<file path="src/design/kcl_pkg.sv">
// ----------------------------------------------------------------------------
// kcl_pkg
// Types, codes and widths shared by the keypad code lock modules.
// ----------------------------------------------------------------------------
`default_nettype none

package kcl_pkg;

	localparam int unsigned DIGIT_W       = 4;
	localparam int unsigned CODE_SLOTS    = 8;
	localparam int unsigned CODE_W        = DIGIT_W * CODE_SLOTS;
	localparam int unsigned LEN_W         = 4;
	localparam int unsigned ATTEMPT_W     = 8;
	localparam int unsigned MAX_DIGITS_DEF = 8;
	localparam int unsigned CFG_IDX_W     = 1;

	typedef enum logic [1:0] {
		OP_DIGIT     = 2'd0,
		OP_BACKSPACE = 2'd1,
		OP_CLEAR     = 2'd2,
		OP_ENTER     = 2'd3
	} op_t;

	typedef enum logic [2:0] {
		SND_NONE    = 3'd0,
		SND_BEEP    = 3'd1,
		SND_INVALID = 3'd2,
		SND_SUCCESS = 3'd3,
		SND_ERROR   = 3'd4
	} sound_t;

	typedef enum logic [CFG_IDX_W-1:0] {
		CFG_CODE_DIGITS = 1'b0,
		CFG_CODE_LENGTH = 1'b1
	} cfg_idx_t;

	typedef struct packed {
		logic                 accepted;
		sound_t               sound;
		logic [LEN_W-1:0]     entry_length;
		logic [CODE_W-1:0]    entry_value;
		logic [ATTEMPT_W-1:0] failed_attempts;
	} result_t;

endpackage

`default_nettype wire

</file>
<file path="src/design/kcl_step.sv">
// ----------------------------------------------------------------------------
// kcl_step
// Next-state and result logic for one key event of the code lock.
// ----------------------------------------------------------------------------
`default_nettype none

module kcl_step #(
	parameter int unsigned SLOTS = kcl_pkg::CODE_SLOTS
) (
	input  logic [SLOTS-1:0][kcl_pkg::DIGIT_W-1:0] entry,
	input  logic [kcl_pkg::LEN_W-1:0]              count,
	input  logic [kcl_pkg::ATTEMPT_W-1:0]          attempts,
	input  logic [1:0]                             op,
	input  logic [kcl_pkg::DIGIT_W-1:0]            digit,
	input  logic [kcl_pkg::CODE_W-1:0]             code_digits,
	input  logic [kcl_pkg::LEN_W-1:0]              code_length,
	output logic [SLOTS-1:0][kcl_pkg::DIGIT_W-1:0] next_entry,
	output logic [kcl_pkg::LEN_W-1:0]              next_count,
	output logic [kcl_pkg::ATTEMPT_W-1:0]          next_attempts,
	output kcl_pkg::result_t                       result
);
	import kcl_pkg::*;

	localparam logic [LEN_W-1:0] SLOTS_L = LEN_W'(SLOTS);

	logic [LEN_W-1:0]  eff_len;
	logic              match;
	logic              accepted;
	sound_t            sound;
	logic [CODE_W-1:0] packed_value;

	// The usable code length is capped by the number of entry slots.
	assign eff_len = (code_length > SLOTS_L) ? SLOTS_L : code_length;

	always_comb begin
		match = (count == eff_len);
		for (int i = 0; i < SLOTS; i++) begin
			if ((LEN_W'(i) < eff_len) &&
			    (entry[i] != code_digits[DIGIT_W*i +: DIGIT_W])) begin
				match = 1'b0;
			end
		end
	end

	always_comb begin
		next_entry    = entry;
		next_count    = count;
		next_attempts = attempts;
		accepted      = 1'b0;
		sound         = SND_INVALID;
		unique case (op_t'(op))
			OP_DIGIT: begin
				if (count < eff_len) begin
					for (int i = 0; i < SLOTS; i++) begin
						if (LEN_W'(i) == count) begin
							next_entry[i] = digit;
						end
					end
					next_count = count + 1'b1;
					accepted   = 1'b1;
					sound      = SND_BEEP;
				end
			end
			OP_BACKSPACE: begin
				if (count != '0) begin
					next_count = count - 1'b1;
					for (int i = 0; i < SLOTS; i++) begin
						if (LEN_W'(i) == next_count) begin
							next_entry[i] = '0;
						end
					end
					accepted = 1'b1;
					sound    = SND_BEEP;
				end
			end
			OP_CLEAR: begin
				next_entry = '0;
				next_count = '0;
				accepted   = 1'b1;
				sound      = SND_BEEP;
			end
			OP_ENTER: begin
				if (count == '0) begin
					sound = SND_INVALID;
				end else if (match) begin
					next_attempts = '0;
					accepted      = 1'b1;
					sound         = SND_SUCCESS;
				end else begin
					next_attempts = attempts + 1'b1;
					sound         = SND_ERROR;
				end
			end
		endcase
	end

	// Slots beyond the configured depth read as zero nibbles.
	always_comb begin
		packed_value = '0;
		for (int i = 0; i < SLOTS; i++) begin
			packed_value[DIGIT_W*i +: DIGIT_W] = next_entry[i];
		end
	end

	assign result.accepted        = accepted;
	assign result.sound           = sound;
	assign result.entry_length    = next_count;
	assign result.entry_value     = packed_value;
	assign result.failed_attempts = next_attempts;

endmodule

`default_nettype wire

</file>
<file path="src/design/keypad_code_lock_top.sv">
// ----------------------------------------------------------------------------
// keypad_code_lock_top
// Keypad code lock: digit entry, backspace, clear and code check on enter.
// ----------------------------------------------------------------------------
// Results are registered in the result register, or in the skid on an output stall.
// Throughput: one key event per cycle while the skid is empty; the entry state
// updates on each transfer. A two-entry output buffer (result register and skid)
// keeps input open while the output stalls, until the skid fills. Reset clears the
// entry, counters and buffer valid flags, sets the code to zero and the code length to four.
`default_nettype none

module keypad_code_lock_top #(
	parameter int unsigned MAX_DIGITS = kcl_pkg::MAX_DIGITS_DEF
) (
	input  logic                                clk,
	input  logic                                arst_n,
	input  logic                                in_valid,
	output logic                                in_ready,
	input  logic [1:0]                          op,
	input  logic [kcl_pkg::DIGIT_W-1:0]         digit,
	output logic                                out_valid,
	input  logic                                out_ready,
	output logic                                accepted,
	output logic [2:0]                          sound,
	output logic [kcl_pkg::LEN_W-1:0]           entry_length,
	output logic [kcl_pkg::CODE_W-1:0]          entry_value,
	output logic [kcl_pkg::ATTEMPT_W-1:0]       failed_attempts,
	input  logic                                cfg_valid,
	output logic                                cfg_ready,
	input  logic [kcl_pkg::CFG_IDX_W-1:0]       cfg_index,
	input  logic [kcl_pkg::CODE_W-1:0]          cfg_data
);
	import kcl_pkg::*;

	localparam int unsigned SLOTS = (MAX_DIGITS < CODE_SLOTS) ? MAX_DIGITS : CODE_SLOTS;

	logic [SLOTS-1:0][DIGIT_W-1:0] entry_q;
	logic [LEN_W-1:0]              count_q;
	logic [ATTEMPT_W-1:0]          attempts_q;
	logic [CODE_W-1:0]             code_digits_q;
	logic [LEN_W-1:0]              code_length_q;

	logic [SLOTS-1:0][DIGIT_W-1:0] next_entry;
	logic [LEN_W-1:0]              next_count;
	logic [ATTEMPT_W-1:0]          next_attempts;
	result_t                       step_res;

	result_t out_q;
	result_t skid_q;
	logic    out_valid_q;
	logic    skid_valid_q;
	logic    in_xfer;

	assign cfg_ready = 1'b1;
	assign in_ready  = !skid_valid_q;
	assign in_xfer   = in_valid && in_ready;

	kcl_step #(
		.SLOTS(SLOTS)
	) u_step (
		.entry        (entry_q),
		.count        (count_q),
		.attempts     (attempts_q),
		.op           (op),
		.digit        (digit),
		.code_digits  (code_digits_q),
		.code_length  (code_length_q),
		.next_entry   (next_entry),
		.next_count   (next_count),
		.next_attempts(next_attempts),
		.result       (step_res)
	);

	always_ff @(posedge clk or negedge arst_n) begin
		if (!arst_n) begin
			code_digits_q <= '0;
			code_length_q <= LEN_W'(4);
		end else if (cfg_valid && cfg_ready) begin
			unique case (cfg_idx_t'(cfg_index))
				CFG_CODE_DIGITS: code_digits_q <= cfg_data;
				CFG_CODE_LENGTH: code_length_q <= cfg_data[LEN_W-1:0];
			endcase
		end
	end

	always_ff @(posedge clk or negedge arst_n) begin
		if (!arst_n) begin
			entry_q    <= '0;
			count_q    <= '0;
			attempts_q <= '0;
		end else if (in_xfer) begin
			entry_q    <= next_entry;
			count_q    <= next_count;
			attempts_q <= next_attempts;
		end
	end

	// The skid entry holds a result that arrived while the output stalled;
	// it drains first, and input is held off until it has.
	always_ff @(posedge clk or negedge arst_n) begin
		if (!arst_n) begin
			out_valid_q  <= 1'b0;
			skid_valid_q <= 1'b0;
		end else if (!out_valid_q || out_ready) begin
			out_valid_q  <= skid_valid_q || in_xfer;
			skid_valid_q <= 1'b0;
		end else if (in_xfer) begin
			skid_valid_q <= 1'b1;
		end
	end

	always_ff @(posedge clk) begin
		if (!out_valid_q || out_ready) begin
			out_q <= skid_valid_q ? skid_q : step_res;
		end else if (in_xfer) begin
			skid_q <= step_res;
		end
	end

	assign out_valid       = out_valid_q;
	assign accepted        = out_q.accepted;
	assign sound           = 3'(out_q.sound);
	assign entry_length    = out_q.entry_length;
	assign entry_value     = out_q.entry_value;
	assign failed_attempts = out_q.failed_attempts;

endmodule

`default_nettype wire

</file>
<file path="config.mk">
export PLATFORM = sky130hd
export DESIGN_NAME = keypad_code_lock_top
export DESIGN_NICKNAME = d
export VERILOG_FILES = /design/src/design/kcl_pkg.sv /design/src/design/kcl_step.sv /design/src/design/keypad_code_lock_top.sv
export SDC_FILE = /design/constraint.sdc
export NUM_CORES = 1
export LEC_CHECK = 0
export CAP_MARGIN = 20
export CORE_MARGIN = 1
export CORE_UTILIZATION = 50
export CTS_BUF_LIST = sky130_fd_sc_hd__clkbuf_4
export DETAILED_ROUTE_END_ITERATION = 6
export DONT_BUFFER_PORTS = 1
export HOLD_SLACK_MARGIN = 0.08
export PLACE_DENSITY = 0.64
export SLEW_MARGIN = 20
export SYNTH_ARGS = -nofsm -noshare
export SYNTH_HDL_FRONTEND = slang
export SYNTH_HIERARCHICAL = 1
export SYNTH_SLANG_ARGS = --single-unit
</file>
<file path="constraint.sdc">
create_clock -name clk -period 10.4 [get_ports clk]
set_input_delay 1.04 -clock clk [delete_from_list [all_inputs] [get_ports clk]]
set_output_delay 1.04 -clock clk [all_outputs]
set_load 0.1 [all_outputs]
</file>
# ---- Word-level counts from Yosys, hierarchy flattened
# Cells that the tools add are included.
dict set report word_totals {
  romBits 0
  latch_bits 0
  in_bits 44
  register_bits 178
  out_inout_bits 51
  ram_bits 0
  wordCells 133
  mem_count 0
}
dict set report classes {
  eq_ne 26
  n_div 0
  bitwise_logic 2
  magnitude_cmp 10
  muxes 47
  multipliers 0
  shifts 0
  addsub 3
  reduce_logical 21
}
# operator count
set ops {}
lappend ops {{32-bit one-hot mux with 3 select lines} 1}
lappend ops {{4-bit 2-to-1 mux} 19}
lappend ops {{32-bit 2-to-1 mux} 2}
lappend ops {{48-bit 2-to-1 mux} 1}
lappend ops {{3-bit by 4-bit equality test with 1-bit output, first input constant} 8}
lappend ops {{4-bit inequality test} 8}
lappend ops {{8-bit 2-to-1 mux} 3}
lappend ops {{2-bit by 4-bit equality test with 1-bit output, first input constant} 4}
lappend ops {{3-bit by 4-bit less-than comparator with 1-bit output, first input constant} 4}
lappend ops {{1-bit 2-to-1 mux} 14}
lappend ops {{3-bit one-hot mux with 4 select lines} 1}
lappend ops {{4-bit one-hot mux with 3 select lines} 1}
lappend ops {{1-bit logical AND} 9}
lappend ops {{8-bit by 1-bit adder with 8-bit output, second input constant} 1}
lappend ops {{1-bit by 4-bit equality test with 1-bit output, first input constant} 2}
lappend ops {{4-bit logical NOT} 2}
lappend ops {{1-bit by 4-bit less-than comparator with 1-bit output, first input constant} 2}
lappend ops {{2-bit by 4-bit less-than comparator with 1-bit output, first input constant} 2}
lappend ops {{3-bit 2-to-1 mux} 2}
lappend ops {{2-bit AND reduction} 3}
lappend ops {{4-bit by 1-bit adder with 4-bit output, second input constant} 1}
lappend ops {{2-bit equality test, second input constant} 2}
lappend ops {{4-bit equality test} 1}
lappend ops {{4-bit > comparator, second input constant} 1}
lappend ops {{other kinds (11)} 15}

# ---- Logic depth before layout (Yosys ltp)
dict set report depth {
  depth_word 16
  depth_mapped 13
  mapped_depth_nobuf 10
}

# ---- Cells and area by module
# Netlist, hierarchy kept.
# mod area_per_inst_um2 n_inst cells_each
set by_module_without_submodules {}
lappend by_module_without_submodules {keypad_code_lock_top 6727.7 1 332}
lappend by_module_without_submodules {kcl_step 2120.8 1 301}

# ---- Worst setup path after synthesis
# No wires, ideal clock.
dict set report synth_path {
  path_type {reg2reg}
  from {register out_valid_q, in the netlist out_valid}
  to {register skid_q[0] (netlist name) (enable)}
  path_slack_ps 5361
  n_path_buf 0
  synth_period_minus_slack_ps 5039
  setup_time_ps 459
  stages_incl_launch_ff 3
  arrival_ps 4580
  required_time_ps 9941
  cell_sequence {dfrtp_1 nand2b_1 nor2b_1}
}
dict set report synth_via {
  elab_chain_len 4
}
# item line_no
set synth_rtl {}
lappend synth_rtl {{from (decl)} keypad_code_lock_top.sv:50} ;# logic out_valid_q;
lappend synth_rtl {{from (signal assigned)} keypad_code_lock_top.sv:105} ;# out_valid_q <= skid_valid_q || in_xfer;
lappend synth_rtl {{1-bit logical NOT} keypad_code_lock_top.sv:113} ;# if (!out_valid_q || out_ready) begin
lappend synth_rtl {{1-bit logical OR} keypad_code_lock_top.sv:113}
lappend synth_rtl {{1-bit NOT (no line)} n/a}
lappend synth_rtl {{2-bit AND reduction (no line)} n/a}
lappend synth_rtl {{to (signal assigned)} keypad_code_lock_top.sv:116} ;# skid_q <= step_res;
lappend synth_rtl {{to (decl)} keypad_code_lock_top.sv:49} ;# result_t skid_q;
# No other way between the ends.
# A chain may end at the register's enable or synchronous reset.

# ---- Worst setup path in the final report
dict set report layout_path {
  from {register skid_valid_q}
  to {register skid_q[12] (netlist name) (enable)}
}
dict set report layout_via {
  elab_chain_len 3
}
# item line_no
set layout_rtl {}
lappend layout_rtl {{from (decl)} keypad_code_lock_top.sv:51} ;# logic skid_valid_q;
lappend layout_rtl {{from (signal assigned)} keypad_code_lock_top.sv:103} ;# skid_valid_q <= 1'b0;
lappend layout_rtl {{from (signal assigned)} keypad_code_lock_top.sv:106} ;# skid_valid_q <= 1'b0;
lappend layout_rtl {{from (signal assigned)} keypad_code_lock_top.sv:108} ;# skid_valid_q <= 1'b1;
lappend layout_rtl {{1-bit logical NOT} keypad_code_lock_top.sv:55} ;# assign in_ready = !skid_valid_q;
lappend layout_rtl {{1-bit logical AND} keypad_code_lock_top.sv:56} ;# assign in_xfer = in_valid && in_ready;
lappend layout_rtl {{2-bit AND reduction (no line)} n/a}
# No other way between the ends.

==> results.sh <==
export IMPL_grt_remaining_overflow=0
export IMPL_area_growth_synth_to_final_pct=1.16
export IMPL_worstSetupStartpointType="flip-flop"
export IMPL_die_area_mm2=0.0182
export IMPL_rsz0062_at_grt="false"
export IMPL_antenna_found_initial=1
export IMPL_grt_total_usage=0.203
export IMPL_p_comb_frac=0.217
export IMPL_dp_hpwl_mm=11.5
export IMPL_grt_start_max_net_pins=76
export IMPL_port_buffers=0
export IMPL_detail_route_first_pass_iterations=5
export IMPL_synth_async_reset_ratio=0.461
export IMPL_internal_power_mw=1.27
export IMPL_numCtsBuffers=17
export IMPL_grtUsageMet2=0.315
export IMPL_core_area_mm2=0.0173
export IMPL_yosys_cell_types_count=62
export IMPL_irDropWorstVdd_mv=0.116
export IMPL_worst_slew_pin_transition_ns=0.937
export IMPL_antenna_left=0
export IMPL_initial_core_util=0.512
export IMPL_met1_usage=0.270
export IMPL_finalHoldViolCount=0
export IMPL_yosysSeqAreaShare=0.558
export IMPL_hold_path_class="in -> async"
export IMPL_drt_wl_total_mm=17.7
export IMPL_drv_slew=0
export IMPL_reg2reg_from="skid_valid_q$_DFFE_PN0P_"
export IMPL_final_net_count=635
export IMPL_r2r_cells=5
export IMPL_cp_end_kind="flip-flop"
export IMPL_required_ns=10.64
export IMPL_core_rowCount=48
export IMPL_cts_tree="done"
export IMPL_via_count=4852
export IMPL_holdWs_ns=0.138
export IMPL_power_density_mw_per_mm2=232
export IMPL_post_cts_buffers=0
export IMPL_status="finished, final reports clean"
export IMPL_synth_cells=633
export IMPL_finalCritPeriodShare=0.331
export IMPL_drc=0
export IMPL_cp_data_arrival_time_ns=3.69
export IMPL_max_freq_mhz=290
export IMPL_power_switching_uw=801
export IMPL_relSlewSlack=0.377
export IMPL_grt_use_met3=0.0518
export IMPL_sequentialPowerShare=0.576
export IMPL_reg2reg_slack_ns=6.95
export IMPL_ys_ff_latch=178
export IMPL_grt_pass1_vias=4902
export IMPL_cts_clk_slew_worst_paths_ns=0.15
export IMPL_dieWidth_um=135
export IMPL_clock_latency_ns=0.58
export IMPL_period_needed_ns=3.45
export IMPL_ys_flop_type="edfxtp_1"
export IMPL_vias_per_cell=5.93
export IMPL_root_buffer="clkbuf_4"
export IMPL_syn_nets=689
export IMPL_drive_gt1_frac=0.297
export IMPL_htreeDepth=4
export IMPL_worstReg2RegEnd="skid_q[12]$_DFFE_PP_"
export IMPL_synth_area_leaders="edfxtp_1 (33%), dfrtp_1 (23%), mux2_2 (11%)"
export IMPL_power_leakage_nw=3.45
export IMPL_setup_viol=0
export IMPL_clkPwrFrac=0.207
export IMPL_synth_edf_count=96
export IMPL_drt_iter0_markers=276
export IMPL_worstSetupPathType="reg -> reg"
export IMPL_cts_buffer_depth=2
export IMPL_yosys_warnings=6
export IMPL_drv_cap=0
export IMPL_cts_sinks=178
export IMPL_busiest_layer="met2"
export IMPL_tns_ns=0
export IMPL_pin_count=95
export IMPL_cp_max_fo=45
export IMPL_post_synth_top_area_fraction=0.326
export IMPL_gp_congestion=0.862
export IMPL_syn_avg_cell_area_um2=14.0
export IMPL_die_y_um=135
export IMPL_yosysTopAreaCell="edfxtp_1"
export IMPL_wl_per_cell_um=21.7
export IMPL_swShare=0.386
export IMPL_grt_pass1_wl_mm=27.7
export IMPL_syn_area_mm2=0.00885
export IMPL_skew_ns=0.0214
[registers in the layout, summed over array words and instances (netlist names)]
signal,count
attempts_q,8
skid_valid_q,1
sound,3
code_digits_q,32
skid_q,48
entry_length,4
entry_q,32
code_length_q,4
out_valid,1
count_q,4
entry_value,32
failed_attempts,8
accepted,1
[cell families (layout without fill, tap and decap cells)]
family,count (synthesis),after routing,share of synthesized area
flip-flops,178,178,0.558
AO/OA/AOI/OAI,81,81,0.0740
adder cells (fa/ha/maj),12,12,0.0170
buffers and inverters,87,46,0.0690
XOR/XNOR,32,32,0.0317
AND/OR/NAND/NOR,111,111,0.0673
multiplexers,131,131,0.183
other,1,2,0.000424
[how the worst max path moves through the flow]
| stage | startpoint | to |
|---|---|---|
| 2_1_floorplan | out_valid$_DFFE_PN0P_ | skid_q[0]$_DFFE_PP_ |
| 3_3_place_gp | in_valid | skid_q[21]$_DFFE_PP_ |
| 3_5_place_dp | in_valid | skid_q[22]$_DFFE_PP_ |
| 4_1_cts | skid_valid_q$_DFFE_PN0P_ | skid_q[13]$_DFFE_PP_ |
| 5_1_grt | skid_valid_q$_DFFE_PN0P_ | skid_q[13]$_DFFE_PP_ |
| 6_report | skid_valid_q$_DFFE_PN0P_ | skid_q[12]$_DFFE_PP_ |
[power by group through the flow]
stage	Combinational, mW	Clock, mW	Sequential (mW)
2_1_floorplan	0.430	0	1.18
3_3_place_gp	0.429	0	1.21
3_5_place_dp	0.443	0	1.21
4_1_cts	0.448	0.444	1.20
5_1_grt	0.494	0.467	1.21
6_report	0.451	0.429	1.20
[through the flow]
step                area, um^2  total power [mW]  cells  worst slack [ns]   util
floorplan                 8850              1.61    633              5.36      -
global placement          8600              1.64    782              6.98  0.497
detailed placement        8600              1.65    782              6.94  0.497
CTS                       8930              2.09    815              6.92  0.516
global route              8950              2.17    818              6.74  0.518
finish                    8950              2.08    818              6.95  0.518
[synthesized netlist by cell type (all sizes together), types with 5 or more instances]
library cell / instances
mux2: 128
buf: 71
dfrtp: 81
or2: 5
a22o: 17
nor2b: 8
clkbuf: 10
nor3: 14
nand4: 7
xnor2: 32
a32o: 16
ha: 12
o21ai: 16
nand3: 11
o211ai: 5
inv: 6
nand2: 35
edfxtp: 96
nor2: 13
[what timing repair did]
action	CTS	global route
gates resized for setup	0	0
hold buffers	1	2
endpoints found under the hold margin	8	5
[critical path, cell delays in order (launching register included)]
cell,delay [ns]
dfrtp_2,0.65
buf_4,0.35
nor2b_4,0.14
buf_4,0.67
nor2b_4,0.74
buf_4,0.48
[layer usage]
| metal | part of all wire | wire length [um] |
|---|---|---|
| met3 | 0.053 | 935 |
| met1 | 0.44 | 7890 |
| met2 | 0.48 | 8490 |
| met4 | 0.024 | 427 |
| met5 | 0 | 0 |
[layout by cell type, fill, tap and decap left out, types with 7 or more instances in the layout]
cell	netlist	layout
nand4_1	7	7
xnor2_1	32	32
a32o_1	16	16
nor2_1	11	11
edfxtp_1	96	96
nand3_1	11	11
dfrtp_1	81	80
mux2_2	83	83
clkbuf_4	0	18
mux2_4	39	39
ha_1	12	12
a22o_1	17	17
nand2_1	35	35
o21ai_0	9	9
nor3_1	14	14
o21ai_1	7	7
[final cells by class]
cell class / count / area (um^2)
Fill cell: 1465 / 8350
Sequential cell: 178 / 4940
Multi-Input combinational cell: 368 / 3320
Tap cell: 225 / 282
Clock inverter: 14 / 185
Clock buffer: 18 / 135
Timing Repair Buffer: 8 / 67.6
Inverter: 6 / 22.5
Antenna cell: 1 / 2.50
(Power assumes the default switching activity.)
